===== src/sv/fbrw_pkg.sv =====
// Shared types and constants for the framebuffer region writer.
// Holds beat payload structs, register indexes and field codes.
// No dependencies.
`timescale 1ns / 1ps

package fbrw_pkg;

    localparam int ADDR_BITS  = 22;
    localparam int COORD_BITS = 11;
    localparam int DIM_W      = COORD_BITS + 1;
    localparam int BASE_W     = 22;
    localparam int PITCH_W    = 13;
    localparam int CFG_W      = 22;
    localparam int CFG_IDX_W  = 2;
    localparam int PROD_W     = DIM_W + PITCH_W;
    localparam int SUM_W      = ((ADDR_BITS > PROD_W) ? ADDR_BITS : PROD_W) + 1;

    localparam logic [DIM_W-1:0]   DIM_LIMIT   = DIM_W'(1) << COORD_BITS;
    localparam logic [PITCH_W-1:0] PITCH_RESET = PITCH_W'(640);

    // Register indexes on the configuration port.
    localparam logic [CFG_IDX_W-1:0] REG_FRONT_BASE = 2'd0;
    localparam logic [CFG_IDX_W-1:0] REG_BACK_BASE  = 2'd1;
    localparam logic [CFG_IDX_W-1:0] REG_AUX_BASE   = 2'd2;
    localparam logic [CFG_IDX_W-1:0] REG_ROW_PITCH  = 2'd3;

    // Buffer select codes.
    localparam logic [1:0] BUF_FRONT   = 2'd0;
    localparam logic [1:0] BUF_BACK    = 2'd1;
    localparam logic [1:0] BUF_AUX     = 2'd2;
    localparam logic [1:0] BUF_INVALID = 2'd3;

    // Source pixel formats; the remaining codes copy the low 16 bits.
    localparam logic [2:0] FMT_RGB565   = 3'd0;
    localparam logic [2:0] FMT_RGB555   = 3'd1;
    localparam logic [2:0] FMT_ARGB1555 = 3'd2;
    localparam logic [2:0] FMT_RGB888   = 3'd3;
    localparam logic [2:0] FMT_ARGB8888 = 3'd4;

    // Result status codes.
    localparam logic [1:0] ST_OK      = 2'd0;
    localparam logic [1:0] ST_BAD_BUF = 2'd1;
    localparam logic [1:0] ST_EMPTY   = 2'd2;

    typedef struct packed {
        logic [1:0]            buffer_select;
        logic [COORD_BITS-1:0] start_x;
        logic [COORD_BITS-1:0] start_y;
        logic [DIM_W-1:0]      region_width;
        logic [DIM_W-1:0]      region_height;
        logic [2:0]            pixel_format;
        logic [31:0]           source_pixel;
    } t_in_beat;

    typedef struct packed {
        logic [ADDR_BITS-1:0] write_address;
        logic [15:0]          write_data;
        logic                 write_enable;
        logic [1:0]           status;
        logic                 region_last;
    } t_out_beat;

endpackage


===== src/sv/fbrw_pix_conv.sv =====
// Pixel format converter: raw source pixel to RGB565.
// Depends on fbrw_pkg for the format codes.
`timescale 1ns / 1ps

module fbrw_pix_conv (
    input  logic [2:0]  i_format,
    input  logic [31:0] i_pixel,
    output logic [15:0] o_rgb565
);

    always_comb begin
        case (i_format) inside
            fbrw_pkg::FMT_RGB555, fbrw_pkg::FMT_ARGB1555: begin
                // Five-bit green lands in the top of the six-bit field.
                o_rgb565 = {i_pixel[14:10], i_pixel[9:5], 1'b0, i_pixel[4:0]};
            end
            fbrw_pkg::FMT_RGB888, fbrw_pkg::FMT_ARGB8888: begin
                o_rgb565 = {i_pixel[23:19], i_pixel[15:10], i_pixel[7:3]};
            end
            default: begin
                o_rgb565 = i_pixel[15:0];
            end
        endcase
    end

endmodule


===== src/sv/framebuffer_region_writer_top.sv =====
// Top level of the framebuffer region writer: position counters, address
// arithmetic and the two-stage beat pipeline. Depends on fbrw_pkg and fbrw_pix_conv.
`timescale 1ns / 1ps

// Channel   | Signals                            | Direction
// ----------+------------------------------------+----------
// in        | i_in_valid, o_in_ready, i_in_data  | sink
// out       | o_out_valid, i_out_ready, o_out_data | source
// cfg       | i_cfg_we, i_cfg_index, i_cfg_data  | sink, write only
//
// One input beat is accepted per cycle unless stalled; each yields one result.
// The position counters update at the accepting edge; the row times pitch
// multiply-add sits between the stage register and the output register.
// A stalled output holds both stages; reset clears counters and valids and
// restores the row pitch to 640 and the bases to zero.

module framebuffer_region_writer_top (
    input  logic                            i_clk,
    input  logic                            i_rst_n,
    input  logic                            i_in_valid,
    output logic                            o_in_ready,
    input  fbrw_pkg::t_in_beat              i_in_data,
    output logic                            o_out_valid,
    input  logic                            i_out_ready,
    output fbrw_pkg::t_out_beat             o_out_data,
    input  logic                            i_cfg_we,
    input  logic [fbrw_pkg::CFG_IDX_W-1:0]  i_cfg_index,
    input  logic [fbrw_pkg::CFG_W-1:0]      i_cfg_data
);

    localparam int CW = fbrw_pkg::COORD_BITS;
    localparam int DW = fbrw_pkg::DIM_W;
    localparam int SW = fbrw_pkg::SUM_W;

    // Configuration registers.
    logic [fbrw_pkg::BASE_W-1:0]  r_front_base;
    logic [fbrw_pkg::BASE_W-1:0]  r_back_base;
    logic [fbrw_pkg::BASE_W-1:0]  r_aux_base;
    logic [fbrw_pkg::PITCH_W-1:0] r_row_pitch;

    // Position counters.
    logic [CW-1:0] r_col;
    logic [CW-1:0] r_row;
    logic [CW-1:0] n_col;
    logic [CW-1:0] n_row;

    // Stage register.
    logic          r_s1_valid;
    logic [1:0]    r_s1_status;
    logic [1:0]    r_s1_sel;
    logic [DW-1:0] r_s1_x;
    logic [DW-1:0] r_s1_y;
    logic [15:0]   r_s1_data;
    logic          r_s1_last;

    // Output register.
    logic                r_out_valid;
    fbrw_pkg::t_out_beat r_out;

    logic          accept;
    logic          s1_move;
    logic [DW-1:0] width_eff;
    logic [DW-1:0] height_eff;
    logic          is_err;
    logic [1:0]    err_status;
    logic          outside;
    logic [CW-1:0] col_eff;
    logic [CW-1:0] row_eff;
    logic          last_col;
    logic          last_row;
    logic [15:0]   conv_data;

    logic [fbrw_pkg::BASE_W-1:0] base_sel;
    logic [fbrw_pkg::PROD_W-1:0] row_offset;
    logic [SW-1:0]               addr_sum;

    assign s1_move    = r_s1_valid && (!r_out_valid || i_out_ready);
    assign o_in_ready = !r_s1_valid || s1_move;
    assign accept     = i_in_valid && o_in_ready;

    // Front end: clamp the region, check for errors and place the pixel.
    always_comb begin
        width_eff  = (i_in_data.region_width > fbrw_pkg::DIM_LIMIT) ?
                     fbrw_pkg::DIM_LIMIT : i_in_data.region_width;
        height_eff = (i_in_data.region_height > fbrw_pkg::DIM_LIMIT) ?
                     fbrw_pkg::DIM_LIMIT : i_in_data.region_height;
        is_err     = (i_in_data.buffer_select == fbrw_pkg::BUF_INVALID) ||
                     (width_eff == '0) || (height_eff == '0);
        err_status = (i_in_data.buffer_select == fbrw_pkg::BUF_INVALID) ?
                     fbrw_pkg::ST_BAD_BUF : fbrw_pkg::ST_EMPTY;
        // A descriptor change can leave the counters outside the region.
        outside    = ({1'b0, r_col} >= width_eff) || ({1'b0, r_row} >= height_eff);
        col_eff    = outside ? '0 : r_col;
        row_eff    = outside ? '0 : r_row;
        last_col   = ({1'b0, col_eff} == (width_eff - DW'(1)));
        last_row   = ({1'b0, row_eff} == (height_eff - DW'(1)));

        if (is_err) begin
            n_col = '0;
            n_row = '0;
        end else if (last_col) begin
            n_col = '0;
            n_row = last_row ? '0 : (row_eff + CW'(1));
        end else begin
            n_col = col_eff + CW'(1);
            n_row = row_eff;
        end
    end

    fbrw_pix_conv u_conv (
        .i_format (i_in_data.pixel_format),
        .i_pixel  (i_in_data.source_pixel),
        .o_rgb565 (conv_data)
    );

    // Back end: base plus row times pitch plus column.
    always_comb begin
        case (r_s1_sel)
            fbrw_pkg::BUF_FRONT: base_sel = r_front_base;
            fbrw_pkg::BUF_BACK:  base_sel = r_back_base;
            default:             base_sel = r_aux_base;
        endcase
        row_offset = r_s1_y * r_row_pitch;
        addr_sum   = SW'(base_sel) + SW'(row_offset) + SW'(r_s1_x);
    end

    always_ff @(posedge i_clk) begin
        if (!i_rst_n) begin
            r_front_base <= '0;
            r_back_base  <= '0;
            r_aux_base   <= '0;
            r_row_pitch  <= fbrw_pkg::PITCH_RESET;
        end else if (i_cfg_we) begin
            unique case (i_cfg_index)
                fbrw_pkg::REG_FRONT_BASE: r_front_base <= i_cfg_data[fbrw_pkg::BASE_W-1:0];
                fbrw_pkg::REG_BACK_BASE:  r_back_base  <= i_cfg_data[fbrw_pkg::BASE_W-1:0];
                fbrw_pkg::REG_AUX_BASE:   r_aux_base   <= i_cfg_data[fbrw_pkg::BASE_W-1:0];
                fbrw_pkg::REG_ROW_PITCH:  r_row_pitch  <= i_cfg_data[fbrw_pkg::PITCH_W-1:0];
                default: ;
            endcase
        end
    end

    always_ff @(posedge i_clk) begin
        if (!i_rst_n) begin
            r_col       <= '0;
            r_row       <= '0;
            r_s1_valid  <= 1'b0;
            r_out_valid <= 1'b0;
        end else begin
            if (accept) begin
                r_col <= n_col;
                r_row <= n_row;
            end
            if (accept) begin
                r_s1_valid <= 1'b1;
            end else if (s1_move) begin
                r_s1_valid <= 1'b0;
            end
            if (s1_move) begin
                r_out_valid <= 1'b1;
            end else if (i_out_ready) begin
                r_out_valid <= 1'b0;
            end
        end
    end

    always_ff @(posedge i_clk) begin
        if (accept) begin
            r_s1_status <= is_err ? err_status : fbrw_pkg::ST_OK;
            r_s1_sel    <= i_in_data.buffer_select;
            r_s1_x      <= {1'b0, i_in_data.start_x} + {1'b0, col_eff};
            r_s1_y      <= {1'b0, i_in_data.start_y} + {1'b0, row_eff};
            r_s1_data   <= conv_data;
            r_s1_last   <= last_col && last_row;
        end
        if (s1_move) begin
            if (r_s1_status == fbrw_pkg::ST_OK) begin
                r_out.write_address <= addr_sum[fbrw_pkg::ADDR_BITS-1:0];
                r_out.write_data    <= r_s1_data;
                r_out.write_enable  <= 1'b1;
                r_out.status        <= fbrw_pkg::ST_OK;
                r_out.region_last   <= r_s1_last;
            end else begin
                r_out.write_address <= '0;
                r_out.write_data    <= '0;
                r_out.write_enable  <= 1'b0;
                r_out.status        <= r_s1_status;
                r_out.region_last   <= 1'b0;
            end
        end
    end

    assign o_out_valid = r_out_valid;
    assign o_out_data  = r_out;

endmodule

===== config.mk =====
export PLATFORM = sky130hd
export DESIGN_NAME = framebuffer_region_writer_top
export DESIGN_NICKNAME = d
export VERILOG_FILES = /design/src/sv/fbrw_pkg.sv /design/src/sv/fbrw_pix_conv.sv /design/src/sv/framebuffer_region_writer_top.sv
export SDC_FILE = /design/constraint.sdc
export NUM_CORES = 1
export LEC_CHECK = 0
export BUFFER_PORTS_ARGS = -buffer_cell sky130_fd_sc_hd__buf_4
export CORE_ASPECT_RATIO = 0.5
export CORE_MARGIN = 2
export CORE_UTILIZATION = 35
export CTS_CLUSTER_SIZE = 20
export DETAILED_ROUTE_END_ITERATION = 7
export GPL_ROUTABILITY_DRIVEN = 0
export PLACE_DENSITY_LB_ADDON = 0.05
export REMOVE_ABC_BUFFERS = 1
export SLEW_MARGIN = 20
export SYNTH_ARGS = -nofsm -noshare
export SYNTH_HDL_FRONTEND = slang
export SYNTH_SLANG_ARGS = --single-unit

===== constraint.sdc =====
create_clock -name i_clk -period 7.36 [get_ports i_clk]
set_input_delay 0.736 -clock i_clk [delete_from_list [all_inputs] [get_ports i_clk]]
set_output_delay 0.736 -clock i_clk [all_outputs]
set_load 0.05 [all_outputs]

==> metrics.csv, run 1 <==
stage,metric,value,unit
outcome,result_of_the_run,finished clean,
timing,timing.clock.skew,0.0114,ns
clocking,tritoncts_clock_tree,yes,
timing,final_period_minus_worst_setup_slack,6.50,ns
placement,port_buffers,144,
clocking,cts.reportedPaths.clkPinSlew,0.07,ns
finish,fillers,4712,
yosys,ys_seq_elements,190,
timing,fmax_achieved,0.154,GHz
clocking,cts-root-buf,sky130_fd_sc_hd__clkbuf_16,
finish,most-common-layout-cells,"301 x sky130_fd_sc_hd__nand2_1, 194 x sky130_fd_sc_hd__inv_1, 164 x sky130_fd_sc_hd__buf_4",
critical_path,worst_path_most_repeated_cell,sky130_fd_sc_hd__fa_1,
global_route,grt_antenna_before_repair,0,
die,dieArea,0.0483,mm²
global_route,grt_start_max_net_pins,78,
global_route,track_usage,0.189,
detailed_routing,detail_route.iter0.violations,696,
timing,timing.max_slew.rel_slack,0.263,
yosys,syn-cell-area,0.0163,mm²
yosys,synthArstFlopShare,0,
timing,timing.final.setup_violations,0,
global_route,grt_first_pass_wirelength,70.8,mm
power_and_ir_drop,power.leakage,0.00803,µW
clocking,clock_latency,0.46,ns
power_and_ir_drop,max-vdd-ir-drop,0.164,mV
critical_path,worst_r2r_startpoint,r_s1_y[0],
clocking,tritoncts.num_buffers,17,
die,core_region_area,0.0456,mm²
die,core.rowCount,55,
min_path,timing.hold.worst.start,r_s1_status[0],
job,max_cap_violations,0,
detailed_routing,route.vias.total,12700,
clocking,postCtsHoldBufs,0,
critical_path,worst_path_max_delay_cell,sky130_fd_sc_hd__edfxtp_1,
power_and_ir_drop,powerDensity,180,mW/mm²
global_route,globalRoute.totalOverflow,0,
critical_path,critical_path_arrival,6.69,ns
detailed_routing,detail-route-antenna-nets,0,
timing,rsz_0062_raised_after_global_routing,no,
finish,multi_input_logic_area,0.0105,mm²
detailed_routing,drc_errors,0,
finish,layout-drive-gt1-share,0.125,
critical_path,cp_cell_sequence,"and2_1, fa_1, inv_1, fa_1, inv_1, fa_1, fa_1, fa_1, inv_1, fa_1, inv_1, ha_1, and3_1, o211a_1, o21ai_0, a21oi_1, o21ai_0, a21boi_0, xnor2_1, nor2_1",
yosys,post-synth-top-area-cell,sky130_fd_sc_hd__fa_1,
detailed_routing,drt_first_pass_iters,5,
timing,tightestPinTransition,1.10,ns
yosys,synthesis.area_per_instance,8.87,µm²
yosys,synth_flop_cell,sky130_fd_sc_hd__dfxtp_1,
timing,fin_tns_setup,0,ns
detailed_routing,total_detailed_routing_wirelength,44.6,mm
clocking,cts.repair_timing.setup_buffer_count,0,
clocking,number_of_gates_resized_after_cts,0,
die,die_w,309,µm
min_path,hp-class,reg2reg,
timing,slew_violations,0,
placement,dp_hpwl,34.0,mm
critical_path,timing.critical_path.to_type,flop,
critical_path,critical_path_launch_point_type,flop,
placement,dpl_cell_area,0.0179,mm²
timing,period_share,0.883,
timing,hold_viol,0,
clocking,clock_sink_count,190,
die,start_util,0.357,
finish,final-seq-area,0.00467,mm²
yosys,synth-edff-count,87,
yosys,netlist_instances,1834,
critical_path,worstPathRequired,7.55,ns
yosys,ys_top_cells_by_area,"sky130_fd_sc_hd__fa_1 17%, sky130_fd_sc_hd__edfxtp_1 16%, sky130_fd_sc_hd__dfxtp_1 13%",
critical_path,timing.setup.critical_path_class,reg2reg,
finish,stdcell_area,0.0185,mm²
critical_path,critical_path.max_fanout,13,
finish,layout.cells.most_common,sky130_fd_sc_hd__nand2_1,
detailed_routing,routed_len_inst,17.4,µm
critical_path,critPathMaxStageDelay,0.60,ns
yosys,seq_area_frac_synth,0.287,
finish,post_synthesis_to_final_layout_area_growth,13.6,%
critical_path,critPathLaunch,r_s1_y[0],
yosys,yosys_warnings,0,
yosys,netlist-cell-type-count,83,
die,chipHeight,156,µm
detailed_routing,via_per_instance_ratio,4.94,
die,design.portCount,156,
yosys,synth_top_area_share,0.171,
finish,final_nets,2289,
finish,diodes,0,
clocking,cts_max_level,4,
global_route,first_global_vias,12400,
clocking,max-clock-path-buffers,2,
==> stage by stage <==
step | hold slack [ns] | power (µW) | worst slack [ns] | std cells | util
after global placement | 0.425 | 2410 | 0.792 | 2533 | 0.393
after floorplan | 0.417 | 2050 | 1.45 | 1742 | -
after global routing | 0.440 | 3560 | 0.393 | 2565 | 0.406
final | 0.445 | 3330 | 0.859 | 2565 | 0.406
after detailed placement | 0.429 | 2400 | 0.810 | 2533 | 0.393
after CTS | 0.437 | 3370 | 0.776 | 2565 | 0.406
==> metal layers <==
layer | global-route usage | vias up | share of wire
li1 | - | 6346 | -
met1 | 0.273 | 6133 | 0.50
met2 | 0.306 | 171 | 0.46
met3 | 0.0228 | 20 | 0.028
met4 | 0.0361 | 0 | 0.0096
met5 | 0 | - | 0
==> synth_stat cells, types with 4 or more instances <==
library cell               instances
sky130_fd_sc_hd__dfxtp_1         103
sky130_fd_sc_hd__xor2_1           15
sky130_fd_sc_hd__nor2_1           90
sky130_fd_sc_hd__nand4_1           4
sky130_fd_sc_hd__a21boi_0          5
sky130_fd_sc_hd__buf_1             8
sky130_fd_sc_hd__nand3b_1          7
sky130_fd_sc_hd__mux2_2           15
sky130_fd_sc_hd__inv_1           195
sky130_fd_sc_hd__a31o_2            4
sky130_fd_sc_hd__o31ai_1           4
sky130_fd_sc_hd__and3_1           21
sky130_fd_sc_hd__nand2b_1         13
sky130_fd_sc_hd__nand2_1         301
sky130_fd_sc_hd__xnor2_1          39
sky130_fd_sc_hd__o21ai_0          55
sky130_fd_sc_hd__a31oi_1          10
sky130_fd_sc_hd__mux2i_1          27
sky130_fd_sc_hd__clkbuf_1         75
sky130_fd_sc_hd__o21bai_1         13
sky130_fd_sc_hd__a22oi_1           7
sky130_fd_sc_hd__clkbuf_8          4
sky130_fd_sc_hd__nor2b_1           7
sky130_fd_sc_hd__or4_1             6
sky130_fd_sc_hd__a21oi_1         142
sky130_fd_sc_hd__o22ai_1          19
sky130_fd_sc_hd__edfxtp_1         87
sky130_fd_sc_hd__and2_1          111
sky130_fd_sc_hd__nor4b_1           4
sky130_fd_sc_hd__ha_1            113
sky130_fd_sc_hd__or2_2             6
sky130_fd_sc_hd__a21o_1           16
sky130_fd_sc_hd__nor4_1           12
sky130_fd_sc_hd__nand3_1          31
sky130_fd_sc_hd__o21a_1            9
sky130_fd_sc_hd__a211oi_1         19
sky130_fd_sc_hd__o311ai_0          6
sky130_fd_sc_hd__fa_1            139
sky130_fd_sc_hd__nor3_1           21
==> cell type report <==
cell class / instances / share of cell area
multi-input cells: 1354 / 0.565
flip-flops and latches: 190 / 0.253
repair buffers: 164 / 0.0666
well taps: 627 / 0.0424
inverters: 198 / 0.0403
clock buffers: 17 / 0.0230
clock inverters: 15 / 0.00927
==> power breakdown <==
part / switching (µW) / internal [µW] / leakage [µW]
Clock: 476 / 485 / 0.000291
Combinational: 674 / 468 / 0.00606
Sequential: 45.1 / 1180 / 0.00168
==> worst max-delay path: cells and delay by family (launching register included) <==
kind | cells | cell delay, ns
buffers and inverters | 4 | 0.21
DFF | 1 | 0.60
AOI/OAI and AO/OA | 5 | 1.27
xor gates and xnor gates | 1 | 0.15
and+or+nand+nor | 3 | 0.53
adders and majority gates | 7 | 3.46
==> state kept, by name, indices dropped and copies added (netlist names) <==
signal / flops
o_out_data: 42
r_aux_base: 22
r_back_base: 22
r_front_base: 22
r_s1_data: 16
r_row_pitch: 13
r_s1_x: 12
r_s1_y: 12
r_col: 11
r_row: 11
r_s1_sel: 2
r_s1_status: 2
o_out_valid: 1
r_s1_last: 1
r_s1_valid: 1
==> final timing paths <==
check | to | slack, ns | depth (start not counted)
max | o_out_data[40] | 0.86 | 20
max reg2reg | o_out_data[40] | 0.86 | 20
min reg2reg | o_out_data[1] | 0.45 | 0
min | o_out_data[1] | 0.45 | 0
==> cells by family after synthesis <==
logic type      Yosys count  share of synthesized area
simple gates            661                      0.195
xor+xnor                 54                     0.0291
mux                      42                     0.0270
compound gates          345                      0.132
fa+ha+maj               252                      0.258
flops                   190                      0.287
buf+inv                 290                     0.0707
Note: power is estimated with default switching activity, not from simulation.
==> run 2, diff against run 1 <==
==> constraint.sdc (replaced) <==
create_clock -name i_clk -period 7.36 [get_ports i_clk]
set_input_delay 1.104 -clock i_clk [delete_from_list [all_inputs] [get_ports i_clk]]
set_output_delay 1.104 -clock i_clk [all_outputs]
set_load 0.05 [all_outputs]
==> run 2 against run 1 <==
Net effect: combinational power about the same; global-route usage about the same; non-clock buffer count up 5.
==> metrics.csv, run 2 (synthesis gave the netlist of run 1 again) <==
stage,metric,value,unit,change
critical_path,timing.setup.critical_path_class,reg2reg,,unchanged
global_route,globalRoute.totalOverflow,0,,unchanged
timing,fmax_achieved,0.152,GHz,was 0.154 GHz
finish,fillers,4649,,was 4712
finish,most-common-layout-cells,"301 x sky130_fd_sc_hd__nand2_1, 194 x sky130_fd_sc_hd__inv_1, 168 x sky130_fd_sc_hd__buf_4",,"was 301 x sky130_fd_sc_hd__nand2_1, 194 x sky130_fd_sc_hd__inv_1, 164 x sky130_fd_sc_hd__buf_4"
timing,timing.clock.skew,0.0103,ns,was 0.0114 ns
finish,final_nets,2294,,was 2289
die,design.portCount,156,,unchanged
timing,period_share,0.894,,was 0.883
detailed_routing,detail-route-antenna-nets,0,,unchanged
die,core.rowCount,55,,unchanged
finish,final-seq-area,0.00467,mm²,unchanged
clocking,tritoncts.num_buffers,17,,unchanged
die,core_region_area,0.0456,mm²,unchanged
outcome,result_of_the_run,finished clean,,unchanged
global_route,grt_start_max_net_pins,78,,unchanged
timing,tightestPinTransition,1.03,ns,was 1.10 ns
detailed_routing,routed_len_inst,17.3,µm,was 17.4 µm
critical_path,critical_path_launch_point_type,flop,,unchanged
finish,diodes,0,,unchanged
power_and_ir_drop,powerDensity,181,mW/mm²,was 180 mW/mm²
die,chipHeight,156,µm,unchanged
clocking,max-clock-path-buffers,2,,unchanged
timing,rsz_0062_raised_after_global_routing,no,,unchanged
finish,largest_reg_flops,42,,unchanged
job,max_cap_violations,0,,unchanged
detailed_routing,drc_errors,0,,unchanged
min_path,hp-class,reg2reg,,unchanged
critical_path,critical_path.max_fanout,13,,unchanged
finish,layout.cells.most_common,sky130_fd_sc_hd__nand2_1,,unchanged
placement,dp_hpwl,34.2,mm,was 34.0 mm
finish,multi_input_logic_area,0.0105,mm²,unchanged
clocking,number_of_gates_resized_after_cts,0,,unchanged
power_and_ir_drop,max-vdd-ir-drop,0.186,mV,was 0.164 mV
timing,final_period_minus_worst_setup_slack,6.58,ns,was 6.50 ns
global_route,first_global_vias,12400,,about the same
finish,post_synthesis_to_final_layout_area_growth,14.1,%,was 13.6%
clocking,clock_sink_count,190,,unchanged
die,dieArea,0.0483,mm²,unchanged
detailed_routing,route.vias.total,12700,,about the same
placement,port_buffers,144,,unchanged
clocking,tritoncts_clock_tree,yes,,unchanged
critical_path,timing.critical_path.to_type,flop,,unchanged
detailed_routing,detail_route.iter0.violations,658,,was 696
die,start_util,0.357,,unchanged
global_route,grt_antenna_before_repair,1,,was 0
detailed_routing,via_per_instance_ratio,4.94,,about the same
critical_path,critical_path_arrival,6.78,ns,was 6.69 ns
timing,hold_viol,0,,unchanged
finish,layout-drive-gt1-share,0.128,,was 0.125
die,die_w,309,µm,unchanged
critical_path,worstPathRequired,7.56,ns,was 7.55 ns
timing,holdWs,0.456,ns,was 0.445 ns
detailed_routing,total_detailed_routing_wirelength,44.5,mm,was 44.6 mm
clocking,cts.reportedPaths.clkPinSlew,0.07,ns,about the same
global_route,grt_first_pass_wirelength,70.7,mm,was 70.8 mm
global_route,track_usage,0.190,,was 0.189
clocking,cts.repair_timing.setup_buffer_count,0,,unchanged
clocking,cts-root-buf,sky130_fd_sc_hd__clkbuf_16,,unchanged
timing,timing.max_slew.rel_slack,0.312,,was 0.263
timing,fin_tns_setup,0,ns,unchanged
clocking,postCtsHoldBufs,0,,unchanged
clocking,cts_max_level,4,,unchanged
clocking,clock_latency,0.46,ns,about the same
timing,slew_violations,0,,unchanged
power_and_ir_drop,power.leakage,0.00806,µW,was 0.00803 µW
timing,timing.final.setup_violations,0,,unchanged
detailed_routing,drt_first_pass_iters,5,,unchanged
==> run 2: report_power, final <==
group / internal (µW) / switching [µW]
clock: 518 / 468
combinational: 471 / 677
sequential: 1180 / 42.8
total: 2170 / 1190
==> run 2: critical path, cell delays in order (launching register included) <==
cell,delay (ns)
sky130_fd_sc_hd__edfxtp_1,0.63
sky130_fd_sc_hd__and2_1,0.29
sky130_fd_sc_hd__fa_1,0.53
sky130_fd_sc_hd__inv_1,0.06
sky130_fd_sc_hd__fa_1,0.48
sky130_fd_sc_hd__inv_1,0.05
sky130_fd_sc_hd__fa_1,0.48
sky130_fd_sc_hd__fa_1,0.53
sky130_fd_sc_hd__fa_1,0.56
sky130_fd_sc_hd__inv_1,0.06
sky130_fd_sc_hd__fa_1,0.53
sky130_fd_sc_hd__inv_1,0.04
sky130_fd_sc_hd__ha_1,0.35
sky130_fd_sc_hd__and3_1,0.20
sky130_fd_sc_hd__o211a_1,0.14
sky130_fd_sc_hd__o21ai_0,0.49
sky130_fd_sc_hd__a21oi_1,0.18
sky130_fd_sc_hd__o21ai_0,0.35
sky130_fd_sc_hd__a21boi_0,0.18
sky130_fd_sc_hd__xnor2_1,0.15
sky130_fd_sc_hd__nor2_1,0.05
==> run 2: layout make-up <==
type | count | area share
tap | 627 | 0.0423
clock inverter | 15 | 0.0107
inverter | 198 | 0.0401
timing repair buffer | 169 | 0.0688
sequential | 190 | 0.252
clock buffer | 17 | 0.0229
multi-input combinational | 1354 | 0.563
==> run 2: path summary, 6_finish.rpt <==
| check | cells past startpoint | from | slack, ns | to |
|---|---|---|---|---|
| worst max-delay path | 20 | r_s1_y[0] | 0.78 | o_out_data[40] |
| worst min-delay path | 2 | r_aux_base[11] | 0.46 | r_aux_base[11] |
| worst max register to register | 20 | r_s1_y[0] | 0.78 | o_out_data[40] |
| worst min register to register | 2 | r_aux_base[11] | 0.46 | r_aux_base[11] |
==> run 2: per-stage QoR <==
stage                     instance area, µm²  instances  total power [µW]   util  setup WS (ns)
after floorplan                        15900       1742              2050      -           1.45
after global placement                 17900       2537              2410  0.393          0.739
after detailed placement               17900       2537              2410  0.393          0.775
after CTS                              18500       2569              3410  0.407          0.750
after global routing                   18600       2570              3580  0.407          0.461
final                                  18600       2570              3350  0.407          0.779
==> run 2: metal layers <==
layer  vias up  share of wire  track usage
li1       6355              -            -
met1      6116           0.50        0.273
met2       196           0.46        0.306
met3        23          0.033       0.0256
met4         0         0.0086       0.0351
met5         -              0            0
